<file path="src/rtl/tklc_pkg.sv">
`default_nettype none

package tklc_pkg;

  // width of a chain length and its saturation value
  localparam int unsigned LenW = 7;
  localparam logic [LenW-1:0] LenMax = '1;

  // width of each key
  localparam int unsigned KeyW = 32;

  // request travelling down the row of cells
  typedef struct packed {
    logic                   vld;
    logic                   placed;
    logic signed [KeyW-1:0] height;
    logic signed [KeyW-1:0] score;
    logic [LenW-1:0]        len;
  } token_t;

endpackage

`default_nettype wire

</file>
<file path="src/rtl/tklc_cell.sv">
`default_nettype none

module tklc_cell (
  input  wire logic            clk_i,
  input  wire logic            rst_ni,
  input  wire logic            clear_i,
  input  wire tklc_pkg::token_t tok_i,
  output tklc_pkg::token_t     tok_o
);

  logic                             valid_q;
  logic signed [tklc_pkg::KeyW-1:0] height_q;
  logic signed [tklc_pkg::KeyW-1:0] score_q;
  logic [tklc_pkg::LenW-1:0]        len_q;
  tklc_pkg::token_t                 tok_q, tok_d;
  logic                             store_en;
  logic [tklc_pkg::LenW-1:0]        len_new;

  // compare against the held item, or take the request into an empty cell
  always_comb begin
    tok_d    = tok_i;
    store_en = 1'b0;
    len_new  = (tok_i.len >= tklc_pkg::LenMax) ? tklc_pkg::LenMax
                                                : tok_i.len + tklc_pkg::LenW'(1);
    if (tok_i.vld && !tok_i.placed) begin
      if (valid_q) begin
        if ((height_q < tok_i.height) && (score_q > tok_i.score) &&
            (len_q > tok_i.len)) begin
          tok_d.len = len_q;
        end
      end else begin
        store_en     = 1'b1;
        tok_d.placed = 1'b1;
        tok_d.len    = len_new;
      end
    end
  end

  // occupancy flag, cleared at the end of a set
  always_ff @(posedge clk_i or negedge rst_ni) begin
    if (!rst_ni) begin
      valid_q <= 1'b0;
    end else if (clear_i) begin
      valid_q <= 1'b0;
    end else if (store_en) begin
      valid_q <= 1'b1;
    end
  end

  // held item
  always_ff @(posedge clk_i) begin
    if (store_en) begin
      height_q <= tok_i.height;
      score_q  <= tok_i.score;
      len_q    <= len_new;
    end
  end

  // hand the request on to the next cell
  always_ff @(posedge clk_i or negedge rst_ni) begin
    if (!rst_ni) begin
      tok_q <= '0;
    end else begin
      tok_q <= tok_d;
    end
  end

  assign tok_o = tok_q;

endmodule

`default_nettype wire

</file>
<file path="config.mk">
export PLATFORM = sky130hd
export DESIGN_NAME = tklc_cell
export DESIGN_NICKNAME = d
export VERILOG_FILES = /design/src/rtl/tklc_pkg.sv /design/src/rtl/tklc_cell.sv
export SDC_FILE = /design/constraint.sdc
export NUM_CORES = 1
export LEC_CHECK = 0
export BUFFER_PORTS_ARGS = -buffer_cell sky130_fd_sc_hd__buf_2
export CAP_MARGIN = 40
export CORE_AREA = 2 2 126 128
export CTS_CLUSTER_DIAMETER = 80
export DETAILED_ROUTE_END_ITERATION = 6
export DIE_AREA = 0 0 128 130
export PLACE_DENSITY = 0.74
export RECOVER_POWER = 25
export SYNTH_ARGS = -nofsm -noshare
export SYNTH_HDL_FRONTEND = slang
export SYNTH_SLANG_ARGS = --single-unit
export TNS_END_PERCENT = 1
</file>
<file path="constraint.sdc">
create_clock -name clk_i -period 3.9 [get_ports clk_i]
set_input_delay 0.585 -clock clk_i [delete_from_list [all_inputs] [get_ports clk_i]]
set_output_delay 0.585 -clock clk_i [all_outputs]
set_load 0.02 [all_outputs]
</file>
==> flow_summary_export.csv, run 1 <==
group,metric,value,unit
status,outcome,"completed",
global_route,grt_pass1_wl,20200,um
cts,ctsHoldBuffers,0,
yosys,yosysUniqueCellTypes,39,
worst_setup_path,required,4.21,ns
cts,clk_pin_slew_worst_paths,0.06,ns
power_and_ir_drop,p_sw,0.887,mW
yosys,ys.flop_type,"dfrtp_1",
worst_setup_path,crit_family,"compound AO/OA/AOI/OAI gates",
worst_setup_path,path_cells,"ha_1, a21oi_1, o21ai_1, a41oi_1, or4_1, o2111ai_1, a211oi_2, buf_4, a211o_1, o21a_1",
drt,final_antenna_net_count,0,
worst_hold_path,holdPathEnd,"tok_o[33]",
timing,period_needed,2.59,ns
floorplanning,core-area,0.0154,mm^2
power_and_ir_drop,p_clk_share,46.3,%
power_and_ir_drop,p_total,3.90,mW
timing,slew_viol_final,0,
timing,hold_viol,0,
power_and_ir_drop,combPwrFrac,9.7,%
cts,cts_root_buf,"clkbuf_16",
global_route,first_global_vias,4168,
yosys,yosysSeqAreaShare,65.2,%
final_layout,drive_gt1_share,19.0,%
worst_hold_path,min_path_cells,1,
cts,cts_max_level,4,
power_and_ir_drop,netSwitchingFraction,22.7,%
yosys,synthTopCellsByArea,"edfxtp_1 (35%), dfrtp_1 (30%), ha_1 (15%), inv_1 (4.5%), a21oi_1 (2.0%)",
cts,clock_latency,0.43,ns
final_layout,post-route-util,49.8,%
timing,rsz0062_at_grt,"no",
worst_setup_path,critPathMaxFanout,13,
timing,tightest_slew,1.17,ns
floorplanning,die_x,128,um
drt,remaining_drc_errors,0,
timing,max_freq,386,MHz
timing,setup_violations,0,
timing,setup-tns-final,0,ns
place,post-dp-hpwl,8910,um
final_layout,final_cell_mix,"buf_2 (82), inv_1 (74), dfrtp_1 (74)",
power_and_ir_drop,peakVddDrop,0.294,mV
worst_setup_path,end_kind,"flip-flop",
global_route,grt_max_degree,57,
power_and_ir_drop,p_per_area,507,mW/mm^2
floorplanning,die_h,130,um
drt,dr.pass1.iters,4,
worst_setup_path,start_kind,"flip-flop",
worst_hold_path,hold_start,"tok_i[33]",
floorplanning,floorplan.rows,46,
drt,routed_wl,12600,um
cts,cts_made_buffers,17,
cts,cts_buffer_depth,2,
floorplanning,start_util,39.6,%
global_route,grt_busiest_layer,"met2",
global_route,grt_overflow_total,0,
yosys,ys_async_sr_fraction,51.0,%
final_layout,diodes,0,
yosys,synth_edf_count,71,
yosys,yosys_warnings,0,
floorplanning,fp.dieArea,0.0166,mm^2
worst_setup_path,r2r_end,"tok_o[0]",
worst_setup_path,arrival,2.90,ns
worst_setup_path,critPathMaxStageDelay,0.51,ns
floorplanning,ios,149,
yosys,syn_nets,600,
worst_setup_path,rr_worst_depth,10,
yosys,syn_inst,453,
global_route,antenna_found_initial,0,
worst_setup_path,r2r_start,"height_q[17]",
drt,via_per_inst,4.95,
final_layout,nets,765,
place,gp_congestion,0.810,
timing,hold_ws,0.304,ns
cts,cts_tree,"built",
yosys,netlist.area_leader.share,34.9,%
job,maxCapViolCount,0,
drt,num_vias,4075,
worst_hold_path,hold_class,"input port to flip-flop",
worst_setup_path,criticalPathCategory,"flip-flop to flip-flop",
yosys,post_synth.cell_area_avg,13.5,um^2
yosys,synth_top_area_cell,"edfxtp_1",
drt,drt_iter0_drc,244,
place,port_buffers,148,
final_layout,syn2layout_area_growth,25.9,%
timing,period_share,66.4,%
cts,post_cts_buffers,0,
power_and_ir_drop,p_seq_share,44.0,%
timing,fin_skew,0.0119,ns
power_and_ir_drop,intPower,3.01,mW
yosys,ys_ff_latch,145,
power_and_ir_drop,power_leakage,3.50,nW
global_route,met2_usage,26.2,%
global_route,grt_usage,15.8,%
cts,cts_resized,0,
worst_setup_path,rrSetupSlack,1.31,ns
cts,clock_sinks,145,
global_route,grtUsageMet3,5.08,%
final_layout,layout_commonest_cell,"buf_2",
timing,slew_headroom,22.1,%
worst_setup_path,cp_num_buf_inv,1,
yosys,synth_area,0.00611,mm^2
worst_setup_path,worst_path_max_delay_cell,"or4_1",
global_route,grtUsageMet1,19.1,%
drt,post_drt_wl_per_cell,15.3,um
[power groups by stage]
stage                     clock [mW]  sequential [mW]  combinational [mW]
after floorplan                    0             1.80               0.162
after global placement             0             1.74               0.370
after detailed placement           0             1.74               0.389
after CTS                       1.85             1.72               0.395
after global routing            1.90             1.72               0.430
final                           1.81             1.71               0.378
[how the worst max path moves through the flow]
| stage | depth (start not counted) | slack, ns | start | to |
|---|---|---|---|---|
| 6_report | 10 | 1.31 | height_q[17] | tok_o[0] |
| 5_1_grt | 10 | 1.15 | height_q[19] | tok_o[0] |
| 4_1_cts | 10 | 1.27 | height_q[19] | tok_o[0] |
| 3_5_place_dp | 12 | 0.97 | tok_i[58] | tok_o[0] |
| 3_3_place_gp | 12 | 0.99 | tok_i[58] | tok_o[0] |
| 2_1_floorplan | 3 | 0.61 | tok_i[71] | height_q[0] |
[metrics by stage]
| stage | std cells | worst slack (ns) | instance area (um^2) |
|---|---|---|---|
| after floorplan | 453 | 0.607 | 6110 |
| after global placement | 790 | 0.990 | 7090 |
| after detailed placement | 791 | 0.967 | 7120 |
| after CTS | 823 | 1.27 | 7770 |
| after global routing | 823 | 1.15 | 7690 |
| final | 823 | 1.31 | 7690 |
[Yosys cell counts, types with 2 or more instances]
| library cell | instances |
|---|---|
| xnor2_1 | 2 |
| nor4_1 | 3 |
| dfrtp_1 | 74 |
| ha_1 | 71 |
| nand2_1 | 24 |
| a211o_1 | 4 |
| a211oi_1 | 3 |
| o21a_1 | 3 |
| nor2b_1 | 3 |
| a21oi_1 | 25 |
| inv_1 | 74 |
| a31oi_1 | 5 |
| clkbuf_1 | 3 |
| buf_2 | 2 |
| nand4_1 | 18 |
| nand2b_1 | 5 |
| edfxtp_1 | 71 |
| nand3_1 | 6 |
| o2111ai_1 | 2 |
| nor2_1 | 11 |
| a22oi_1 | 5 |
| o21ai_0 | 11 |
| a41oi_1 | 2 |
| o31ai_1 | 2 |
| o211ai_1 | 10 |
[kinds of logic after synthesis]
group           share of synthesized area [%]
flops                                    65.2
compound gates                           8.60
buf+inv                                  5.08
simple gates                             6.09
fa+ha+maj                                14.5
xor+xnor                                0.287
mux                                     0.164
[state kept, by name (all words and copies together) (netlist names)]
register and cells:
len_q 7, tok_o 73, valid_q 1, height_q 32, score_q 32
[final cells by class]
class	count	area [um^2]
clock buffer	23	478
clock inverter	9	179
fill	1384	7740
inverter	74	278
multi-input combinational	228	1820
sequential	145	3980
tap	192	240
timing repair buffer	152	708
[worst register-to-register path, cell delays in order, from the launching register on]
cell and delay (ns):
edfxtp_1 0.39, ha_1 0.31, a21oi_1 0.07, o21ai_1 0.18, a41oi_1 0.06, or4_1 0.51
o2111ai_1 0.29, a211oi_2 0.11, buf_4 0.20, a211o_1 0.26, o21a_1 0.10
[layer usage]
metal / part of all wire [%] / vias up
met5: 0 / -
met3: 5.1 / 22
met1: 42 / 1966
li1: - / 1959
met4: 2.1 / 0
met2: 50 / 128
Power figures use the tool's default switching activity.
==> inputs of run 2 (changes only) <==
- ABC_AREA: default -> 1
- CORE_AREA: 2 2 126 128 -> 2 2 127 129
- DIE_AREA: 0 0 128 130 -> 0 0 129 131
- clock period: 3.9 -> 2.2 ns (I/O delays scaled with it)
==> run 2 against run 1 <==
First-iteration DRC count shrank 5.3%. Setup slack lost 1.2 ns. Critical path depth grew 2. Non-clock buffer count grew 4. Cell area grew 5.4%. Via count grew 3.4%. Largest cell class unchanged. Largest power group is now sequential cells.
==> flow_summary_export.csv, run 2 <==
group,metric,value,unit
cts,clock_sinks,145,
floorplanning,start_util,40.2,%
drt,remaining_drc_errors,0,
worst_setup_path,start_kind,"flip-flop",
yosys,ys.flop_type,"dfrtp_1",
floorplanning,ios,149,
place,preCtsSetupSlack,-0.0344,ns
cts,clock_latency,0.42,ns
place,port_buffers,148,
timing,setup-tns-final,0,ns
final_layout,final_cell_mix,"buf_2 (118), inv_1 (92), nand2_1 (91)",
power_and_ir_drop,netSwitchingFraction,24.8,%
yosys,synth_area,0.00627,mm^2
final_layout,diodes,0,
global_route,antenna_found_initial,0,
floorplanning,die_h,131,um
power_and_ir_drop,intPower,4.92,mW
global_route,grt_pass1_wl,19500,um
global_route,grt_max_degree,79,
yosys,syn_nets,680,
timing,hold_viol,0,
drt,final_antenna_net_count,0,
timing,slew_headroom,61.9,%
job,maxCapViolCount,0,
yosys,ys_ff_latch,145,
global_route,first_global_vias,4142,
yosys,synth.most_common_cell,"nand2_1",
power_and_ir_drop,p_sw,1.63,mW
floorplanning,fp.dieArea,0.0169,mm^2
floorplanning,floorplan.rows,46,
power_and_ir_drop,p_seq_share,46.3,%
timing,tightest_slew,0.569,ns
cts,cts_root_buf,"clkbuf_16",
floorplanning,core-area,0.0156,mm^2
floorplanning,die_x,129,um
timing,fin_skew,0.00648,ns
drt,drt_iter0_drc,231,
yosys,netlist.area_leader.share,34.0,%
final_layout,layout_commonest_cell,"buf_2",
yosys,ys_async_sr_fraction,51.0,%
worst_setup_path,r2r_end,"tok_o[5]",
cts,cts_made_buffers,17,
yosys,synthTopCellsByArea,"edfxtp_1 (34%), dfrtp_1 (30%), ha_1 (14%), nand2_1 (5.8%), inv_1 (5.5%)",
timing,rsz0062_at_grt,"yes",
drt,post_drt_wl_per_cell,13.1,um
power_and_ir_drop,power_leakage,3.92,nW
final_layout,nets,855,
worst_setup_path,required,2.50,ns
timing,setup_violations,0,
place,gp_congestion,0.787,
yosys,synth_edf_count,71,
timing,period_share,93.3,%
worst_setup_path,end_kind,"flip-flop",
yosys,yosysSeqAreaShare,63.6,%
power_and_ir_drop,combPwrFrac,11.6,%
global_route,grt_usage,15.1,%
yosys,post_synth.cell_area_avg,11.8,um^2
worst_setup_path,r2r_start,"score_q[22]",
worst_setup_path,rrSetupSlack,0.15,ns
worst_setup_path,crit_path_start,"score_q[22]",
cts,cts_tree,"built",
yosys,synth_top_area_cell,"edfxtp_1",
worst_hold_path,hold_class,"input port to flip-flop",
worst_setup_path,arrival,2.36,ns
timing,setup_ws,0.148,ns
final_layout,drive_gt1_share,28.0,%
global_route,grt_overflow_total,0,
power_and_ir_drop,peakVddDrop,0.535,mV
timing,max_freq,487,MHz
timing,period_needed,2.05,ns
place,post-dp-hpwl,8710,um
power_and_ir_drop,p_total,6.55,mW
worst_setup_path,critPathMaxFanout,8,
yosys,yosysUniqueCellTypes,28,
final_layout,final_cell_area,0.00811,mm^2
timing,slew_viol_final,0,
cts,cts_max_level,4,
drt,via_per_inst,4.50,
drt,dr.pass1.iters,4,
cts,cts_buffer_depth,2,
place,place_area,0.00735,mm^2
yosys,yosys_warnings,0,
drt,num_vias,4212,
drt,routed_wl,12300,um
cts,clk_pin_slew_worst_paths,0.06,ns
worst_setup_path,criticalPathCategory,"flip-flop to flip-flop",
yosys,syn_inst,533,
final_layout,syn2layout_area_growth,29.4,%
status,outcome,"completed",
final_layout,largest_reg_flops,73,
worst_setup_path,rr_worst_depth,12,
power_and_ir_drop,p_per_area,808,mW/mm^2
worst_setup_path,worstSetupEndpoint,"tok_o[5]",
power_and_ir_drop,p_clk_share,42.1,%
yosys,synth_common_cells,"nand2_1 (96), inv_1 (92), dfrtp_1 (74)",
[run 2: worst min-delay path by stage]
stage                         start  cells after the start  slack, ns   endpoint
after floorplan              rst_ni                      0       0.03   tok_o[0]
after global placement       rst_ni                      1       0.30  tok_o[29]
after detailed placement     rst_ni                      1       0.31  tok_o[29]
after CTS                 tok_i[62]                      1       0.02  tok_o[62]
after global routing      tok_i[62]                      1       0.03  tok_o[62]
final                     tok_i[50]                      1       0.05  tok_o[50]
[run 2: power groups by stage]
stage / Clock, mW / Sequential (mW) / Combinational [mW]
floorplan: 0 / 3.18 / 0.318
detailed placement: 0 / 3.08 / 0.731
global placement: 0 / 3.08 / 0.715
CTS: 2.83 / 3.03 / 0.738
global route: 2.94 / 3.05 / 0.868
finish: 2.76 / 3.04 / 0.760
[run 2: layout make-up]
cell class / count / area [um^2]
clock buffer: 20 / 468
clock inverter: 12 / 104
fill: 1361 / 7490
inverter: 102 / 383
multi-input combinational: 286 / 2100
sequential: 145 / 3980
tap: 216 / 270
timing repair buffer: 156 / 795
[run 2: repair_timing]
action,in CTS,in global routing
hold endpoints to repair,31,0
resized for setup,0,26
buffers inserted,0,2
endpoints found under the setup margin,0,7
hold buffers,1,0
[run 2: cell families (layout without fill, tap and decap cells)]
kind of cell             count (synthesis)  after routing  synth area share, %
AO/OA/AOI/OAI                           57             57                 5.05
XOR/XNOR                                 1              1                0.140
adder cells (fa/ha/maj)                 71             71                 14.2
buffers and inverters                  102            290                 6.11
flip-flops                             145            145                 63.6
AND/OR/NAND/NOR                        157            157                 10.9
[run 2: metal layers]
| layer | vias to the layer above | wire length, um | part of all wire, % | track usage [%] |
|---|---|---|---|---|
| met5 | - | 0 | 0 | 0 |
| met4 | 0 | 207 | 1.7 | 6.20 |
| met3 | 16 | 533 | 4.3 | 4.28 |
| met2 | 110 | 5810 | 47 | 23.6 |
| met1 | 1964 | 5750 | 47 | 19.9 |
| li1 | 2122 | - | - | - |
[run 2: critical path, cell delays in order, from the launching register on]
cell      delay [ns]
edfxtp_1        0.42
ha_4            0.30
nand2_2         0.05
nor2_2          0.14
nand3_2         0.09
nor3b_2         0.24
nand2_2         0.09
nand3_2         0.07
nand2_2         0.08
nor2_8          0.21
nand3_1         0.10
nand3_1         0.10
nand2_1         0.06
[run 2: stage by stage]
step,utilization [%],hold slack (ns),cells
after global placement,47.1,0.297,902
final,52.0,0.0513,937
after floorplan,-,0.0344,533
after CTS,50.9,0.0174,935
after detailed placement,47.1,0.306,902
after global routing,52.0,0.0296,937
